### config.mk
export PLATFORM = sky130hd
export DESIGN_NAME = ame_ram
export DESIGN_NICKNAME = d
export VERILOG_FILES = /design/src/hdl/accumulator_machine_execute_core_defines.svh /design/src/hdl/ame_ram.sv
export SDC_FILE = /design/constraint.sdc
export NUM_CORES = 2
export LEC_CHECK = 0
export BUFFER_PORTS_ARGS = -buffer_cell sky130_fd_sc_hd__buf_2
export CAP_MARGIN = 15
export CORE_MARGIN = 5
export CORE_UTILIZATION = 35
export DETAILED_ROUTE_END_ITERATION = 6
export GPL_TIMING_DRIVEN = 0
export SYNTH_ARGS = -nofsm -noshare
export SYNTH_HDL_FRONTEND = slang
export SYNTH_SLANG_ARGS = --single-unit
export TNS_END_PERCENT = 1
### constraint.sdc
create_clock -name clock -period 3.5 [get_ports clock]
set_clock_uncertainty 0.15 [all_clocks]
set_input_delay 0.35 -clock clock [delete_from_list [all_inputs] [get_ports clock]]
set_output_delay 0.35 -clock clock [all_outputs]
set_load 0.02 [all_outputs]
### src/hdl/accumulator_machine_execute_core_defines.svh
// Assertion macros shared by the accumulator machine execute core.
// Needs no other file; included by the top level only.
`ifndef ACCUMULATOR_MACHINE_EXECUTE_CORE_DEFINES_SVH
`define ACCUMULATOR_MACHINE_EXECUTE_CORE_DEFINES_SVH

// same-cycle implication
`define AME_ASSERT_NOW(lbl, clk, rst, ante, cons, msg) \
   lbl: assert property (@(posedge clk) disable iff (rst) (ante) |-> (cons)) else $error(msg);

// next-cycle implication
`define AME_ASSERT_NEXT(lbl, clk, rst, ante, cons, msg) \
   lbl: assert property (@(posedge clk) disable iff (rst) (ante) |=> (cons)) else $error(msg);

`endif

### src/hdl/ame_ram.sv
// Generic single-write, single-read synchronous RAM with registered read.
// No dependencies.
module ame_ram #(
   parameter int WIDTH = 16,
   parameter int DEPTH = 256
) (
   input  logic                     clock,
   input  logic                     wr_en,
   input  logic [$clog2(DEPTH)-1:0] wr_addr,
   input  logic [WIDTH-1:0]         wr_data,
   input  logic                     rd_en,
   input  logic [$clog2(DEPTH)-1:0] rd_addr,
   output logic [WIDTH-1:0]         rd_data
);

   logic [WIDTH-1:0] mem_ff [DEPTH];
   logic [WIDTH-1:0] rd_data_ff;

   always_ff @(posedge clock) begin
      if (wr_en) begin
         mem_ff[wr_addr] <= wr_data;
      end
      if (rd_en) begin
         rd_data_ff <= mem_ff[rd_addr];
      end
   end

   assign rd_data = rd_data_ff;

endmodule

# Word level (Yosys, flattened, before mapping)
# Memory sizes are Yosys's and may differ from the RTL's. A register that Yosys moved wholly into a read port is not among the register bits.
# Cells that the tools add are included.
dict set report op_classes {
  add_sub_neg 0
  mul 0
  div 0
  magnitude_cmp 0
  n_eq_ne 0
  shift 0
  muxes 2
  bitwise_logic 0
  reduce_logical 0
}
# op n
set ops {}
lappend ops {{1-bit 2-to-1 mux} 2}
dict set report word_totals {
  register_bits 0
  latchBits 0
  mem_bits_rw 4096
  rom_bits 0
  input_bits 35
  output_inout_bits 16
  word_cells 3
  memories 1
}
# name depth width rd rd_clocked_by_memory_dff write_ports line
set memory_table {}
lappend memory_table {mem_ff 256 16 1 1 1 ame_ram.sv:16} ;# logic [WIDTH-1:0] mem_ff [DEPTH];

# Logic depth before layout (Yosys ltp)
dict set report depth {
  ltp_word 2
  ltp_mapped 12
  ltp_nobuf 6
}

# Worst setup path after synthesis
# OpenSTA, ideal clock, no wires.
dict set report synth_timing {
  path_type {input-to-reg}
  start {input port rd_addr[0]}
  end {register rd_data_ff[4] (netlist: rd_data[4]) (read register of mem_ff) (data pin)}
  setup_time_ps 265
  t_arrival_ps 2334
  required_ps 3085
  setup_slack_ps 751
  cell_stages 8
  path_buffers 3
  path_cell_list {buf_6 -> buf_6 -> buf_2 -> mux4_2 -> mux4_2 -> a22o_1 -> o32ai_2 -> nor4_2}
}
# element line
set synth_lines {}
lappend synth_lines {{start, declared} ame_ram.sv:12} ;# input logic [$clog2(DEPTH)-1:0] rd_addr,
lappend synth_lines {{end, declared} ame_ram.sv:17} ;# logic [WIDTH-1:0] rd_data_ff;

==> metrics.txt <==
wire per inst=34.5 um; fin. max-slew vios=0; Clock Latency Late Sink=1000 ps; worst r2r dst=rd_data[8]$_DFFE_PP_; critical path depth in cells=9; Worst-path clk slew=70 ps; slowest CP cell=clkbuf_1; pre-CTS WS=-2750 ps; Area Growth Syn to Fin=17.2%; post-route insts no fill=14400; number of port buffers=40; hpwl dp=344 mm; TNS Setup=-2280 ps; RSZ-0062 raised after global routing=true; gr ovfl total=0; crit-path cells=clkbuf_2 -> clkbuf_2 -> clkbuf_1 -> clkbuf_1 -> nor3_1 -> o21ai_0 -> nand3_1 -> nor4_1 -> buf_2; Cells after Synth=7360; mux contribution to synthesized area=0.155; Total Routed Length=497 mm; CP Launch Point=rd_addr[4]; DRT Pass-1 Iters=6; complex-gate fraction of the synthesized area=0.0353; number of global-route vias before repair=81900; Initial Util=0.351; adder-cell share of the synthesized area=0; Crit path max-delay family=buffers and inverters; cts bufs inserted=~400; failing checks=setup timing; Post-DP Area=172000 sq um; gr usage total=0.207; Final Setup Violations=20; CP Max Fanout=10; Seq. cell area=123000 sq um; register area share after synthesis=0.777; Multi-input gate area=33900 sq um; Worst EP required=4180 ps; fmax=266 MHz; Max Cap Violations=0; DR vias/cell=5.75; Mapped Nets=roughly 7400; status=complete, but fails checks; CP arrival=about 4500 ps; Synth cell types=51; Crit Path Class=input pin to flop; crit path to=rd_data[0]$_DFFE_PP_; CTS tree=yes; commonest register cell after synthesis=edfxtp_1; Root Buffer=clkbuf_16; largest net degree at the start of global routing=about 150; largest family of logic cells by synthesized area=multiplexers; Buf+Inv Stages, Crit Path=5; asr flop ratio synth=0; Syn Area/Cell=21.6 sq um; DRC Markers=0; Finished Core Util=0.411; Critical Path End Type=flop; yosys warns=0; DIE AREA=approximately 470000 sq um; nets@finish=between 8000 and 9000; flop2flop setup slack=around 160 ps; IO Count=51; leak pwr=58.2 nW; Power, Total=105 mW; routability cong.=around 0.99; final instance area=186000 sq um; cell depth of the worst flop-to-flop path=8; EDFF count, synth=4112; Rel. slew slack=0.126; initial antenna violation count=32; commonest non-fill, non-tap cell in the layout=edfxtp_1; DIE HEIGHT=684 um; critical path's largest stage delay=890 ps; most frequent cells in the layout=4112 x edfxtp_1, 797 x mux4_2, 565 x mux2i_1; global-route wire length before repair=679 mm; clk buf depth=4; Post-CTS Setup Bufs=0; Core Area=452000 sq um; worst setup margin=-266 ps; simple logic cell fraction of the synthesized area=0.0157; Tightest Hold Check Type=input pin to flop; startpoint types=input pin; r2r startpoint=mem_ff[131][8]$_DFFE_PP_; Seq cells post-synth=roughly 4100; P per Cell Area=between 500 and 600 nW/um^2; endpoints failing hold=0; Initial DRC Count=12500; period utilization=1.08; total vias in the final route=83000; Period minus WS final=3770 ps; Cells after DPL=13600; # H-tree levels=5; layout cells sized above 1=0.280; Num Clock Sinks=4112; FILL cells=39200; Die W=684 um; Post-DRT Antenna Nets=0; XOR/XNOR Fraction of Synth Area=0; Peak VDD IR=roughly 0.45 mV; Syn Std Cell Area=159000 sq um; Core Rows=between 200 and 250; Slew @ Worst Pin=1310 ps; worst hold margin=65.6 ps
[kinds of logic after synthesis]
family                 count (synthesis)
muxes                               1450
DFF                                 4112
AOI/OAI and AO/OA                    786
and+or+nand+nor                      556
buffers and inverters                456
[registers in the layout (all words and copies together), names as in the netlist]
signal / flops
mem_ff: 4096
rd_data: 16
[routing by layer]
metal | vias up | routed length (um) | global-route usage
met4 | 8 | 29000 | 0.0998
met1 | 44200 | 185000 | 0.271
met3 | 952 | 56700 | 0.0577
met5 | - | 56 | 0
met2 | 4954 | 227000 | 0.320
li1 | 32800 | - | -
[worst min-delay path by stage]
stage                     depth (start not counted)  slack [ps]                   endpoint  startpoint
final                                             3          70   mem_ff[196][2]$_DFFE_PP_  wr_addr[6]
after global routing                              3          90   mem_ff[23][15]$_DFFE_PP_  wr_addr[1]
after CTS                                         3           4  mem_ff[158][15]$_DFFE_PP_  wr_addr[2]
after detailed placement                          1         570    mem_ff[23][6]$_DFFE_PP_  wr_data[6]
after global placement                            1         620       rd_data[1]$_DFFE_PP_       rd_en
after floorplan                                   0         300     mem_ff[0][0]$_DFFE_PP_  wr_data[0]
[report_power, final]
part	switching (mW)	internal [mW]
registers	0.0291	54.3
clock network	19.0	25.2
logic	4.27	1.93
[final cells by class]
| class | instances | area share |
|---|---|---|
| Buffer | 451 | 0.0154 |
| Antenna cell | 19 | 0.000255 |
| Multi-Input combinational cell | 2792 | 0.182 |
| Tap cell | 5976 | 0.0402 |
| Inverter | 4 | 0.0000941 |
| Clock buffer | 490 | 0.0568 |
| Timing Repair Buffer | 319 | 0.0269 |
| Clock inverter | 258 | 0.0148 |
| Sequential cell | 4112 | 0.663 |
[Yosys cell counts, types with 5 or more instances]
master,count,area share
a31oi_1,6,0.00024
a22o_1,32,0.0018
buf_4,26,0.0012
clkbuf_1,230,0.0054
o32ai_1,20,0.0011
nand3_1,35,0.0011
o221ai_1,252,0.014
buf_2,76,0.0024
o21ai_0,37,0.0012
buf_1,27,0.00064
o31ai_1,16,0.00076
mux2_2,88,0.0062
o22ai_1,148,0.0058
a22oi_1,43,0.0020
edfxtp_1,4112,0.78
and3_1,11,0.00043
nor2_1,304,0.0072
buf_12,5,0.00063
nand4_1,26,0.0010
buf_8,11,0.0010
a2111oi_0,6,0.00033
nor3_1,92,0.0029
a211oi_1,18,0.00085
mux2i_1,565,0.036
nand2_1,38,0.00090
a221oi_1,28,0.0015
nor4_1,17,0.00067
a21oi_1,175,0.0055
mux4_2,797,0.11
nor2b_1,9,0.00035
buf_6,77,0.0055
[what timing repair did]
action	4_1_cts	5_1_grt
hold buffers	19	0
endpoints found under the hold margin	1573	0
pin swaps	2	1
gates resized for setup	192	15
setup endpoints to repair	16	23
[worst min-delay path: stages]
cell     delay [ps]
buf_2           140
nand4_1         320
nor2_2          200
Power figures use the tool's default switching activity.
