File: config.mk
export PLATFORM = sky130hd
export DESIGN_NAME = ame_exec
export DESIGN_NICKNAME = d
export VERILOG_FILES = /design/src/hdl/accumulator_machine_execute_core_defines.svh /design/src/hdl/ame_pkg.sv /design/src/hdl/ame_exec.sv
export SDC_FILE = /design/constraint.sdc
export NUM_CORES = 1
export LEC_CHECK = 0
export BUFFER_PORTS_ARGS = -buffer_cell sky130_fd_sc_hd__buf_2
export CORE_ASPECT_RATIO = 1.75
export CORE_UTILIZATION = 50
export DETAILED_ROUTE_END_ITERATION = 8
export PLACE_DENSITY = 0.76
export SLEW_MARGIN = 0
export SYNTH_ARGS = -nofsm -noshare
export SYNTH_HDL_FRONTEND = slang
export SYNTH_SLANG_ARGS = --single-unit
File: constraint.sdc
create_clock -name clock -period 6.6 [get_ports clock]
set_input_delay 0.99 -clock clock [delete_from_list [all_inputs] [get_ports clock]]
set_output_delay 0.99 -clock clock [all_outputs]
set_load 0.02 [all_outputs]
File: src/hdl/accumulator_machine_execute_core_defines.svh
// Assertion macros shared by the accumulator machine execute core.
// Needs no other file; included by the top level only.
`ifndef ACCUMULATOR_MACHINE_EXECUTE_CORE_DEFINES_SVH
`define ACCUMULATOR_MACHINE_EXECUTE_CORE_DEFINES_SVH

// same-cycle implication
`define AME_ASSERT_NOW(lbl, clk, rst, ante, cons, msg) \
   lbl: assert property (@(posedge clk) disable iff (rst) (ante) |-> (cons)) else $error(msg);

// next-cycle implication
`define AME_ASSERT_NEXT(lbl, clk, rst, ante, cons, msg) \
   lbl: assert property (@(posedge clk) disable iff (rst) (ante) |=> (cons)) else $error(msg);

`endif

File: src/hdl/ame_pkg.sv
// Types, constants and helpers for the accumulator machine execute core.
// No dependencies; imported by ame_exec, the top level and the testbench.
package ame_pkg;

   localparam int WORD_BITS = 16;
   localparam int MEM_WORDS = 8192;
   localparam int ADDR_BITS = WORD_BITS - 3;
   localparam int MEM_AW    = $clog2(MEM_WORDS);

   typedef enum logic [2:0] {
      OP_LOAD  = 3'd0,
      OP_STORE = 3'd1,
      OP_ISZ   = 3'd2,
      OP_JUMP  = 3'd3,
      OP_HALT  = 3'd4,
      OP_BZAC  = 3'd5,
      OP_ADD   = 3'd6,
      OP_SWAP  = 3'd7
   } opcode_type;

   typedef struct packed {
      logic                 command;
      logic [WORD_BITS-1:0] instruction;
      logic [ADDR_BITS-1:0] pc_in;
      logic [ADDR_BITS-1:0] load_address;
      logic [WORD_BITS-1:0] load_data;
   } req_item_type;

   typedef struct packed {
      logic [ADDR_BITS-1:0] next_pc;
      logic [WORD_BITS-1:0] accumulator_value;
      logic                 halted;
      logic [2:0]           opcode_done;
   } rsp_item_type;

   typedef struct packed {
      logic                 en;
      logic [MEM_AW-1:0]    addr;
      logic [WORD_BITS-1:0] data;
   } ame_wr_type;

   typedef struct packed {
      logic s1_valid;
      logic halted;
   } ame_status_type;

   // word address to memory index (modulo MEM_WORDS)
   function automatic logic [MEM_AW-1:0] mem_idx(input logic [ADDR_BITS-1:0] addr);
      return addr[MEM_AW-1:0];
   endfunction

endpackage

File: src/hdl/ame_exec.sv
// Execute stage: holds the item whose memory word is being read, the
// accumulator and halt flag, forwards the last write, computes the result.
// Depends on ame_pkg.
module ame_exec
   import ame_pkg::*;
(
   input  logic           clock,
   input  logic           reset,
   input  logic           take,
   input  req_item_type   req_item,
   input  logic [WORD_BITS-1:0] rd_data,
   input  logic           advance,
   output ame_wr_type     wr,
   output ame_status_type status,
   output rsp_item_type   result
);

   logic                 s1_valid_ff, s1_valid_in;
   req_item_type         s1_item_ff;
   logic [WORD_BITS-1:0] acc_ff, acc_in;
   logic                 halt_ff, halt_in;
   logic                 fwd_valid_ff;
   logic [MEM_AW-1:0]    fwd_addr_ff;
   logic [WORD_BITS-1:0] fwd_data_ff;

   logic [MEM_AW-1:0]    idx;
   logic [WORD_BITS-1:0] mem_word;
   logic [WORD_BITS-1:0] inc_word;
   logic [ADDR_BITS-1:0] pc_next;
   logic [2:0]           opc;
   logic                 do_write;
   logic [MEM_AW-1:0]    w_addr;
   logic [WORD_BITS-1:0] w_data;
   opcode_type           op;

   assign idx      = mem_idx(s1_item_ff.instruction[ADDR_BITS-1:0]);
   // write landing on the same edge as the read is not in rd_data yet
   assign mem_word = (fwd_valid_ff && fwd_addr_ff == idx) ? fwd_data_ff : rd_data;
   assign inc_word = mem_word + WORD_BITS'(1);
   assign op       = opcode_type'(s1_item_ff.instruction[WORD_BITS-1 -: 3]);

   always_comb begin
      acc_in   = acc_ff;
      halt_in  = halt_ff;
      pc_next  = s1_item_ff.pc_in;
      opc      = 3'd0;
      do_write = 1'b0;
      w_addr   = idx;
      w_data   = acc_ff;
      if (s1_item_ff.command) begin
         do_write = 1'b1;
         w_addr   = mem_idx(s1_item_ff.load_address);
         w_data   = s1_item_ff.load_data;
      end else if (!halt_ff) begin
         opc = op;
         case (op)
            OP_LOAD: begin
               acc_in = mem_word;
            end
            OP_STORE: begin
               do_write = 1'b1;
            end
            OP_ISZ: begin
               do_write = 1'b1;
               w_data   = inc_word;
               if (inc_word == '0) begin
                  pc_next = s1_item_ff.pc_in + ADDR_BITS'(1);
               end
            end
            OP_JUMP: begin
               pc_next = s1_item_ff.instruction[ADDR_BITS-1:0];
            end
            OP_HALT: begin
               halt_in = 1'b1;
            end
            OP_BZAC: begin
               if (acc_ff == '0) begin
                  pc_next = s1_item_ff.instruction[ADDR_BITS-1:0];
               end
            end
            OP_ADD: begin
               acc_in = acc_ff + mem_word;
            end
            OP_SWAP: begin
               do_write = 1'b1;
               acc_in   = mem_word;
            end
            default: begin
               acc_in = acc_ff;
            end
         endcase
      end
   end

   assign wr.en   = s1_valid_ff && advance && do_write;
   assign wr.addr = w_addr;
   assign wr.data = w_data;

   assign s1_valid_in = take || (s1_valid_ff && !advance);

   always_ff @(posedge clock) begin
      if (reset) begin
         s1_valid_ff  <= 1'b0;
         acc_ff       <= '0;
         halt_ff      <= 1'b0;
         fwd_valid_ff <= 1'b0;
      end else begin
         s1_valid_ff <= s1_valid_in;
         if (s1_valid_ff && advance) begin
            acc_ff  <= acc_in;
            halt_ff <= halt_in;
         end
         if (wr.en) begin
            fwd_valid_ff <= 1'b1;
         end
      end
   end

   always_ff @(posedge clock) begin
      if (take) begin
         s1_item_ff <= req_item;
      end
      if (wr.en) begin
         fwd_addr_ff <= wr.addr;
         fwd_data_ff <= wr.data;
      end
   end

   assign status.s1_valid = s1_valid_ff;
   assign status.halted   = halt_ff;

   assign result.next_pc           = pc_next;
   assign result.accumulator_value = acc_in;
   assign result.halted            = halt_in;
   assign result.opcode_done       = opc;

endmodule

======== After elaboration in Yosys (flattened, before gate mapping) ========
Cells that the tools add are included.
storage, ports and cells
  register bits ........................... 107
  bits of input ports ..................... 79
  output and inout bits ................... 65
  logic and storage cells ................. 54
operators by class
  add/subtract/negate cells ............... 3
  equality and inequality tests ........... 8
  multiplexer cells ....................... 21
  reduce and logical (&&, ||, !) cells .... 11
operator list
  cell                                            number
  2-to-1 mux 16 bit                               6
  2-to-1 mux 13 bit                               5
  case mux 13 bit (3 select lines)                1
  logical NOT 16 bit                              2
  case mux 16 bit (2 select lines)                1
  adder 16 x 1 -> 16 bit (second input constant)  1
  adder 16 bit                                    1
  adder 13 x 1 -> 13 bit (second input constant)  1
  == test 13 bit                                  1
  == test 3 bit (second input constant)           4
  == test 3 x 2 -> 1 bit (second input constant)  2
  2-to-1 mux 1 bit                                6
  2-to-1 mux 3 bit                                2
  logical AND 1 bit                               4
  == test 3 x 1 -> 1 bit (second input constant)  1
  logical NOT 3 bit                               1
  OR reduction 3 bit                              1
  OR reduction 2 bit                              1
  logical NOT 1 bit                               1
  logical OR 1 bit                                1

======== Longest topological paths before layout ========
Gate-level depths: netlist of run 1.
  word-level depth ........................ 9
  gate-level depth with buffers ........... 17
  mapped depth without buffers ............ 15

======== Worst setup path after synthesis of run 1 ========
Ideal clock, no wire load.
  path type ............................... reg-to-output
  start point ............................. register s1_item_ff, in the netlist idx[2]
  end point ............................... output port result[24] (netlist bit)
  arrival ................................. 4.717 ns
  required time ........................... 5.610 ns
  slack ................................... 0.893 ns
  cell stages (with the launch flop) ...... 17
  path buffers ............................ 2
  cells stage by stage .................... edfxtp_1 > xnor2_1 > nand4_1 > nor4_4 > buf_2 > buf_2 > mux2i_1 > inv_1 > ha_1 > nand2_1 > nor3_1 > or3_1 > a311oi_1 > o2111ai_1 > a2111oi_4 > nor3b_1 > a311oi_1
RTL lines
  what                    RTL line         text
  from (decl)             ame_exec.sv:19   req_item_type s1_item_ff;
  from (signal assigned)  ame_exec.sv:121  s1_item_ff <= req_item;
  to (decl)               ame_exec.sv:15   output rsp_item_type result

==> results of run 1 <==
-- worst paths after layout --
check / startpoint / to / slack (ns) / cells after the start
max: idx[11]$_DFFE_PP_ / result[24] / 0.48 / 15
min: fwd_valid_ff$_SDFFE_PP0P_ / fwd_valid_ff$_SDFFE_PP0P_ / 0.52 / 2
max reg2reg: idx[11]$_DFFE_PP_ / acc_ff[11]$_SDFFE_PP0P_ / 1.98 / 15
min reg2reg: fwd_valid_ff$_SDFFE_PP0P_ / fwd_valid_ff$_SDFFE_PP0P_ / 0.52 / 2
-- per-stage QoR --
step / cells / util (%) / setup slack (ns)
final: 1012 / 59.5 / 0.484
after global routing: 1012 / 59.5 / 0.0117
after CTS: 1012 / 59.5 / 0.414
after detailed placement: 996 / 57.3 / 0.840
after global placement: 996 / 57.3 / 0.937
after floorplan: 711 / - / 0.893
-- kinds of logic after synthesis --
family                   Yosys count  synth area share (%)
adder cells (fa/ha/maj)           20                  3.74
AO/OA/AOI/OAI                    171                  17.0
buffers and inverters             68                  4.05
XOR/XNOR                          51                  6.49
AND/OR/NAND/NOR                  254                  18.6
multiplexers                      40                  6.20
flip-flops                       107                  43.9
-- worst max-delay path, stage by stage (launching register included) --
cell,delay [ns]
edfxtp_1,0.43
xnor2_1,0.34
nand4_1,0.21
nor4_4,0.44
mux2i_1,0.15
inv_1,0.16
ha_1,0.43
nand2_1,0.23
nor3_1,0.38
nand3_1,0.12
a311oi_1,0.37
o2111ai_1,0.30
a2111oi_4,0.61
nor3b_1,0.11
a311oi_1,0.27
buf_2,0.21
-- power by group through the flow --
| stage | logic (mW) | registers (mW) | clock network, mW |
|---|---|---|---|
| 2_1_floorplan | 0.247 | 0.815 | 0 |
| 3_3_place_gp | 0.367 | 0.832 | 0 |
| 3_5_place_dp | 0.368 | 0.833 | 0 |
| 4_1_cts | 0.370 | 0.818 | 0.552 |
| 5_1_grt | 0.401 | 0.824 | 0.572 |
| 6_report | 0.372 | 0.819 | 0.546 |
-- state kept, by name (all words and copies together) (netlist names), 3 cells and up --
name / count
acc_ff: 16
fwd_addr_ff: 13
fwd_data_ff: 16
idx: 13
op: 3
s1_item_ff: 43
-- routing by layer --
| layer | wire, µm | share of wire, % | global-route usage [%] | up-vias |
|---|---|---|---|---|
| li1 | - | - | - | 2911 |
| met4 | 1460 | 7.0 | 20.8 | 0 |
| met2 | 10900 | 53 | 53.7 | 301 |
| met1 | 7070 | 34 | 28.5 | 2938 |
| met5 | 0 | 0 | 0 | - |
| met3 | 1230 | 5.9 | 5.27 | 72 |
-- cell type report --
| type | count | area, µm² | area share, % |
|---|---|---|---|
| clock buffers | 9 | 225 | 2.81 |
| clock inverters | 7 | 70.1 | 0.876 |
| inverters | 28 | 105 | 1.31 |
| multi-input cells | 536 | 3590 | 44.8 |
| flip-flops and latches | 107 | 3020 | 37.8 |
| well taps | 174 | 218 | 2.72 |
| repair buffers | 151 | 776 | 9.69 |
-- cells in the final DEF (no fill, tap or decap), drive strengths merged, types with 7 or more instances in the layout --
cell type / count
nor3: 23
nor4: 20
ha: 19
edfxtp: 88
mux2i: 19
o21ai: 31
nor2b: 10
a22o: 10
nand2: 65
clkbuf: 9
o21a: 7
inv: 31
mux2: 21
and3: 7
a221o: 9
nand4: 15
dfxtp: 19
a211oi: 14
nand2b: 7
and2: 7
buf: 151
nor2: 55
o22ai: 15
a21oi: 41
nand3: 26
xor2: 14
xnor2: 37
-- what timing repair did --
item | 4_1_cts | 5_1_grt
resized for setup | 0 | 0
setup endpoints to repair | 0 | 3
hold buffers | 0 | 0
==> out/results.ini, run 1 <==
[status]
status = completed

[clock_tree]
cts_root_buffer = clkbuf_16
postCtsSetupBuffers = 0
numCtsBuffers = 9
clk_pin_slew_ns = 0.08
clock_path_buffers = 2
clkLatencyLatePin_ns = 0.35
htreeDepth = 3
cts.sinks = 107
cts_tree = yes

[synthesis]
synth_area_um2 = 6890
yosysWarningCount = 0
synth_top_cell_by_area = edfxtp_1
synth_edf_count = 88
async_flop_share_pct = 0
synth_common_cells = edfxtp_1 (88), nand2_1 (65), nor2_1 (55)
ys_ff_latch = 107
synthTopCellsByArea = edfxtp_1 (38%), dfxtp_1 (5.5%), xnor2_1 (4.7%), nand2_1 (3.5%), ha_1 (3.5%)
syn_inst = 711
dominantRegCellSynth = edfxtp_1
yosysMostFrequentCell = edfxtp_1
synth_cell_type_count = 63
synth_top_area_share_pct = 38.4
ys_seq_area_share_pct = 43.9
avgSynthCellArea_um2 = 9.68
syn_nets = 810

[power]
ir_drop_v = 0.000130
swShare_pct = 31.8
p_total_mw = 1.74
clkPwrFrac_pct = 31.4
combPwrFrac_pct = 21.4
power_leakage_nw = 3.12
power_switching_mw = 0.552
seqPwrFrac_pct = 47.2
p_int_mw = 1.18
powerDensity_nw_per_um2 = 217

[cells_and_area]
fin_area_um2 = 8000
fillers = 1214
drive_gt1_share_pct = 23.7
antennaDiodeCount = 0
area_growth_pct = 16.2
final_nets = 932

[timing]
finalCriticalPeriod_ns = 6.12
max_slew_margin_pct = 34.7
hold-worst-slack_ns = 0.516
setup_viol_count_final = 0
max_slew.worst_pin.slew_ns = 0.979
skew_ns = 0.00886
finalCritPeriodShare_pct = 92.7
drv_slew = 0
tns_ns = 0
rsz0062_at_grt = false
fmaxAchievable_mhz = 164
hold_viol_final = 0

[floorplan]
core_um2 = 13500
die-area_um2 = 14300
die_w_um = 90.7
rows = 56
ios = 144
start_util_pct = 51.2
die_y_um = 157

[global_routing]
grt-ovfl-total = 0
first_global_vias = 5962
grt_max_degree = 61
grt_usage_pct = 28.9
antenna_found_initial = 0
grt_pass1_wl_um = 30900

[min_path]
hold_class = flip-flop to flip-flop

[critical_path]
critPathMaxFanout = 12
start_kind = flip-flop
critPathKind = flip-flop to primary output
end_kind = primary output
worstPathArrival_ns = 5.13
cp.required_ns = 5.61

[job]
max_cap_viol_count = 0

[placed_design]
dp_hpwl_um = 15400
io_buffers = 143
place_area_um2 = 7710
gp_congestion = 0.992

[drt]
num_vias = 6222
first_pass_iters = 5
wl_per_cell_um = 20.4
viasPerCell = 6.15
drc = 0
ant_nets = 0
first_iter_violations = 377
wl_um = 20700

(Power assumes the default switching activity.)
==> run 2, diff against run 1 <==
--- a/config.mk
+++ b/config.mk
@@ -7,6 +7,7 @@
 export LEC_CHECK = 0
 export BUFFER_PORTS_ARGS = -buffer_cell sky130_fd_sc_hd__buf_2
 export CORE_ASPECT_RATIO = 1.75
+export CORE_MARGIN = 2
 export CORE_UTILIZATION = 50
 export DETAILED_ROUTE_END_ITERATION = 8
 export PLACE_DENSITY = 0.76
==> constraint.sdc (replaced) <==
create_clock -name clock -period 7.73 [get_ports clock]
set_input_delay 1.1595 -clock clock [delete_from_list [all_inputs] [get_ports clock]]
set_output_delay 1.1595 -clock clock [all_outputs]
set_load 0.02 [all_outputs]
==> run 2 against run 1 <==
  * Setup slack gained 0.85 ns
  * Cell count shrank 0.20%
  * Critical endpoint is now result[30]
  * Combinational power shrank 15%
  * Largest cell class unchanged
  * Die area grew 3.5%
  * Via count shrank 0.92%
  * First-iteration DRC count grew 13%
  * Largest power group unchanged
  * Register-to-register slack gained 1.2 ns
  * Hold slack is essentially flat
  * Total power shrank 14%
  * Routed wire length shrank 1.0%
  * Cell area is essentially flat
==> out/results.ini, run 2 (synthesis gave the netlist of run 1 again) <==
[timing]
max_slew.worst_pin.slew_ns = 1.13  ; +0.147 ns
hold_viol_final = 0  ; unchanged
setup_viol_count_final = 0  ; unchanged
finalCriticalPeriod_ns = 6.40
setup_ws_ns = 1.33  ; +0.851 ns
tns_ns = 0  ; unchanged
skew_ns = 0.0147  ; +0.00586 ns
fmaxAchievable_mhz = 156
finalCritPeriodShare_pct = 82.7
max_slew_margin_pct = 24.9  ; -9.8 points
rsz0062_at_grt = false
drv_slew = 0  ; unchanged

[critical_path]
start_kind = flip-flop
path_cells = xnor2_1 -> nand4_1 -> nor4_4 -> mux2i_1 -> inv_1 -> ha_1 -> nand2_1 -> nor3_1 -> or3_1 -> a311oi_1 -> o2111ai_1 -> a2111oi_4 -> nor3b_1 -> a311oi_1 -> buf_2
slowest_delay_ns = 0.72  ; +0.11 ns
path_depth = 15  ; unchanged
crit_top_cell = a311oi_1
critPathTopFamily = compound AO/OA/AOI/OAI gates
critPathKind = flip-flop to primary output
critPathMaxFanout = 12  ; unchanged
cp.required_ns = 6.57  ; +0.96 ns
end_kind = primary output
crit_path_top_delay_cell = a2111oi_4
r2r_cells = 15  ; unchanged
cp_num_buf_inv = 2  ; unchanged
worstPathArrival_ns = 5.24  ; +0.11 ns

[clock_tree]
numCtsBuffers = 9  ; unchanged
cts_tree = yes
clk_pin_slew_ns = 0.09  ; about the same
cts_hold_buf = 0  ; unchanged
clkLatencyLatePin_ns = 0.36  ; about the same
htreeDepth = 3  ; unchanged
cts_resized = 0  ; unchanged
cts_root_buffer = clkbuf_16
clock_path_buffers = 2  ; unchanged
postCtsSetupBuffers = 0  ; unchanged
cts.sinks = 107  ; unchanged

[cells_and_area]
final_cells = 1010  ; -0.20%
final_common_cell = buf_2
mostFrequentLayoutCells = buf_2 (143), edfxtp_1 (88), nand2_1 (65)
final_nets = 930  ; -0.21%
antennaDiodeCount = 0  ; unchanged
drive_gt1_share_pct = 23.6  ; -0.18 points
largest_reg_flops = 43  ; unchanged
area_growth_pct = 16.2  ; about the same
biggestRegsByFlops = s1_item_ff x43, acc_ff x16, fwd_data_ff x16
top_register = s1_item_ff

[drt]
ant_nets = 0  ; unchanged
first_pass_iters = 5  ; unchanged
wl_per_cell_um = 20.3  ; -0.83%
drc = 0  ; unchanged
first_iter_violations = 426  ; +13%
wl_um = 20500  ; -1.0%
num_vias = 6165  ; -0.92%
viasPerCell = 6.10  ; -0.72%

[floorplan]
die_w_um = 92.7  ; +2.2%
rows = 56  ; unchanged
core_um2 = 13500  ; unchanged
die_y_um = 159  ; +1.3%
ios = 144  ; unchanged
start_util_pct = 51.2  ; unchanged
die-area_um2 = 14800  ; +3.5%

[power]
seqPwrFrac_pct = 47.0  ; -0.2 points
combPwrFrac_pct = 21.3  ; about the same
powerDensity_nw_per_um2 = 186  ; -14%
power_switching_mw = 0.473  ; -14%
clkPwrFrac_pct = 31.7  ; +0.3 points
power_leakage_nw = 3.11  ; -0.34%
p_int_mw = 1.01  ; -15%
p_total_mw = 1.49  ; -14%
ir_drop_v = 0.000149  ; +15%
swShare_pct = 31.8  ; +0.070 points

[min_path]
hold_path_depth = 2  ; unchanged
hold_class = flip-flop to flip-flop

[job]
max_cap_viol_count = 0  ; unchanged

[placed_design]
io_buffers = 143  ; unchanged
dp_hpwl_um = 15400  ; +0.22%
place_ws_ns = 1.81  ; +0.966 ns
gp_congestion = 1.00  ; +0.82%
placed_cells = 994  ; -0.20%

[global_routing]
busiest_layer = met2
grt_usage_pct = 27.3  ; -1.6 points
grt_max_degree = 61  ; unchanged
grt_pass1_wl_um = 31100  ; +0.71%
antenna_found_initial = 0  ; unchanged
first_global_vias = 6080  ; +2.0%
grt_use_met3_pct = 3.45  ; -1.8 points
grt_use_met1_pct = 28.9  ; +0.35 points
grt_use_met2_pct = 49.6  ; -4.1 points
grt-ovfl-total = 0  ; unchanged

[status]
status = completed

-- run 2: cell types whose count changed in the layout (fill, tap and decap cells not counted), sizes merged --
cell      change
clkinvlp      +1
inv           -1
buf           -2
-- run 2: worst paths after layout --
check                                 start                   endpoint  slack [ns]
setup / recovery          idx[11]$_DFFE_PP_                 result[30]        1.33
hold / removal    fwd_valid_ff$_SDFFE_PP0P_  fwd_valid_ff$_SDFFE_PP0P_        0.52
setup reg to reg          idx[11]$_DFFE_PP_    acc_ff[14]$_SDFFE_PP0P_        3.22
hold reg to reg   fwd_valid_ff$_SDFFE_PP0P_  fwd_valid_ff$_SDFFE_PP0P_        0.52
-- run 2: area by class of cell --
type / instances / area, µm²
Sequential cell: 107 / 3020
Inverter: 28 / 105
Clock inverter: 7 / 80.1
Tap cell: 174 / 218
Fill cell: 1223 / 5460
Clock buffer: 9 / 225
Timing Repair Buffer: 149 / 761
Multi-Input combinational cell: 536 / 3590
-- run 2: power by group through the flow --
stage,Combinational (mW),Sequential [mW],Clock (mW)
floorplan,0.211,0.696,0
global placement,0.311,0.711,0
detailed placement,0.314,0.712,0
CTS,0.315,0.699,0.475
global route,0.342,0.703,0.496
finish,0.316,0.699,0.471
-- run 2: stage by stage --
stage | hold WS, ns | instance area [µm²] | util [%]
2_1_floorplan | 0.463 | 6890 | -
3_3_place_gp | 0.504 | 7690 | 57.2
3_5_place_dp | 0.504 | 7690 | 57.2
4_1_cts | 0.518 | 8000 | 59.4
5_1_grt | 0.568 | 8000 | 59.4
6_report | 0.516 | 8000 | 59.4
-- run 2: metal layers --
layer  vias to the layer above  wire, µm
met5                         -         0
met4                         0      1420
met3                        90      1180
met2                       307     10900
met1                      2856      7000
li1                       2912         -
-- run 2: tightest hold or removal path: cells and delay by family, from the launching register on --
family | cells | cell delay (ns)
flops | 1 | 0.34
simple gates | 2 | 0.14
==> run 3, diff against run 2 <==
--- a/config.mk
+++ b/config.mk
@@ -10,7 +10,7 @@
 export CORE_MARGIN = 2
 export CORE_UTILIZATION = 50
 export DETAILED_ROUTE_END_ITERATION = 8
-export PLACE_DENSITY = 0.76
+export PLACE_DENSITY = 0.79
 export SLEW_MARGIN = 0
 export SYNTH_ARGS = -nofsm -noshare
 export SYNTH_HDL_FRONTEND = slang
==> constraint.sdc (replaced) <==
create_clock -name clock -period 5.5 [get_ports clock]
set_input_delay 0.825 -clock clock [delete_from_list [all_inputs] [get_ports clock]]
set_output_delay 0.825 -clock clock [all_outputs]
set_load 0.02 [all_outputs]
==> run 3 against run 2 <==
  * Global-route usage increased by 0.94 points
  * Combinational power is 47% higher
  * Clock power increased by 41%
  * Sequential power rose by 41%
  * Total power increased by 42%
  * Critical path type unchanged
==> out/results.ini, run 3 (synthesis gave the netlist of run 1 again) <==
[cells_and_area]
biggestRegsByFlops = s1_item_ff x43, acc_ff x16, fwd_data_ff x16
area_growth_pct = 20.3
mostFrequentLayoutCells = buf_2 (143), edfxtp_1 (88), nand2_1 (65)
drive_gt1_share_pct = 27.6  ; +4.0 points
final_cells = 1027  ; +1.7%
final_nets = 946  ; +1.7%
final_common_cell = buf_2
top_register = s1_item_ff
fin_area_um2 = 8280  ; +3.6%
fillers = 1193  ; -2.5%
largest_reg_flops = 43  ; unchanged
final_core_util_pct = 61.6  ; +2.1 points

[timing]
max_slew.worst_pin.slew_ns = 0.912  ; -0.215 ns
tns_ns = 0  ; unchanged
finalCriticalPeriod_ns = 5.33
hold_viol_final = 0  ; unchanged
finalCritPeriodShare_pct = 96.9
drv_slew = 0  ; unchanged
fmaxAchievable_mhz = 188
setup_viol_count_final = 0  ; unchanged
max_slew_margin_pct = 39.1  ; +14 points
skew_ns = 0.0116  ; -0.00317 ns

[floorplan]
die_y_um = 159  ; unchanged
die-area_um2 = 14800  ; unchanged
core_um2 = 13500  ; unchanged
start_util_pct = 51.2  ; unchanged
rows = 56  ; unchanged
die_w_um = 92.7  ; unchanged
ios = 144  ; unchanged

[clock_tree]
cts_tree = yes
htreeDepth = 3  ; unchanged
cts_root_buffer = clkbuf_16
numCtsBuffers = 9  ; unchanged
cts.sinks = 107  ; unchanged
cts_hold_buf = 0  ; unchanged
clk_pin_slew_ns = 0.08  ; about the same
clkLatencyLatePin_ns = 0.36  ; about the same
clock_path_buffers = 2  ; unchanged

[drt]
drc = 0  ; unchanged
num_vias = 6416  ; +4.1%
first_iter_violations = 586  ; +38%
wl_per_cell_um = 20.6  ; +1.5%
ant_nets = 0  ; unchanged
wl_um = 21100  ; +3.2%
viasPerCell = 6.25  ; +2.3%
first_pass_iters = 6  ; +1

[critical_path]
crit_path_top_delay_cell = edfxtp_1
critPathMaxFanout = 7  ; -5
start_kind = flip-flop
critPathTopFamily = simple AND/OR/NAND/NOR gates
slowest_delay_ns = 0.46  ; -0.26 ns
path_cells = xnor2_2 -> nand4_1 -> nor4_4 -> buf_6 -> mux2i_4 -> inv_1 -> ha_1 -> nand2_1 -> nor3_1 -> or3_1 -> a311oi_2 -> o2111ai_2 -> a211o_2 -> nor4_1 -> a211oi_2 -> buf_2
cp.required_ns = 4.68  ; -1.89 ns
cp_num_buf_inv = 3  ; +1
end_kind = primary output
worstPathArrival_ns = 4.50  ; -0.74 ns
critPathKind = flip-flop to primary output

[global_routing]
grt-ovfl-total = 0  ; unchanged
grt_usage_pct = 28.2  ; +0.94 points
grt_pass1_wl_um = 32100  ; +3.1%
antenna_found_initial = 0  ; unchanged
grt_max_degree = 61  ; unchanged
first_global_vias = 6102  ; +0.36%

[power]
p_int_mw = 1.45  ; +43%
powerDensity_nw_per_um2 = 255  ; +37%
p_total_mw = 2.12  ; +42%
power_leakage_nw = 3.26  ; +4.7%
power_switching_mw = 0.669  ; +41%
seqPwrFrac_pct = 46.6  ; -0.4 points
combPwrFrac_pct = 22.0  ; +0.7 points
swShare_pct = 31.6  ; -0.22 points
ir_drop_v = 0.000173  ; +16%
clkPwrFrac_pct = 31.4  ; -0.3 points

[job]
max_cap_viol_count = 0  ; unchanged

[placed_design]
io_buffers = 143  ; unchanged
dp_hpwl_um = 15500  ; +0.79%
gp_congestion = 0.988  ; -1.3%
place_area_um2 = 7750  ; +0.78%
placed_cells = 1002  ; +0.80%

[min_path]
hold_class = flip-flop to flip-flop

[status]
status = completed

-- run 3: changes by cell type in the layout (fill, tap and decap cells not counted), sizes merged --
cell      delta
clkinv       -1
diode        +1
buf         +16
clkbuf       +1
clkinvlp     -1
inv          +1
-- run 3: metal layers --
metal | track usage, % | wire length [µm] | part of all wire [%] | up-vias
met3 | 3.83 | 1360 | 6.4 | 93
met5 | 0 | 0 | 0 | -
met4 | 17.2 | 1440 | 6.8 | 0
met1 | 30.7 | 7150 | 34 | 3028
met2 | 51.0 | 11200 | 53 | 345
li1 | - | - | - | 2950
-- run 3: path summary, 6_finish.rpt --
check	start	end	slack (ns)	depth (start not counted)
max	idx[12]$_DFFE_PP_	result[23]	0.17	16
min	fwd_valid_ff$_SDFFE_PP0P_	fwd_valid_ff$_SDFFE_PP0P_	0.52	2
max reg2reg	idx[12]$_DFFE_PP_	acc_ff[12]$_SDFFE_PP0P_	1.29	15
min reg2reg	fwd_valid_ff$_SDFFE_PP0P_	fwd_valid_ff$_SDFFE_PP0P_	0.52	2
-- run 3: power groups by stage --
stage / Sequential (mW) / Combinational, mW / Clock [mW]
after global placement: 0.998 / 0.441 / 0
after floorplan: 0.978 / 0.297 / 0
final: 0.985 / 0.466 / 0.664
after detailed placement: 0.999 / 0.445 / 0
after global routing: 0.991 / 0.501 / 0.701
after CTS: 0.982 / 0.449 / 0.675
-- run 3: tightest hold or removal path, cell delays in order, from the launching register on --
cell and delay, ns:
dfxtp_1 0.33, nor2_1 0.10, nor2_1 0.04
-- run 3: timing repair --
action | in CTS | in global routing
endpoints found under the setup margin | 10 | 19
setup buffers | 1 | 7
pin swaps | 2 | 8
gates resized for setup | 6 | 21
-- run 3: cell type report --
cell class / count / area, µm² / area share [%]
multi-input cells: 536 / 3740 / 45.2
flip-flops and latches: 107 / 3020 / 36.5
repair buffers: 165 / 888 / 10.7
clock buffers: 10 / 239 / 2.88
well taps: 174 / 218 / 2.63
inverters: 28 / 105 / 1.27
clock inverters: 6 / 67.6 / 0.816
diodes: 1 / 2.50 / 0.0302
-- run 3: per-stage QoR --
stage	setup slack, ns	hold slack (ns)
after detailed placement	0.201	0.497
after floorplan	-0.0421	0.463
after CTS	0.00912	0.513
final	0.172	0.518
after global routing	-0.0233	0.554
after global placement	0.292	0.494
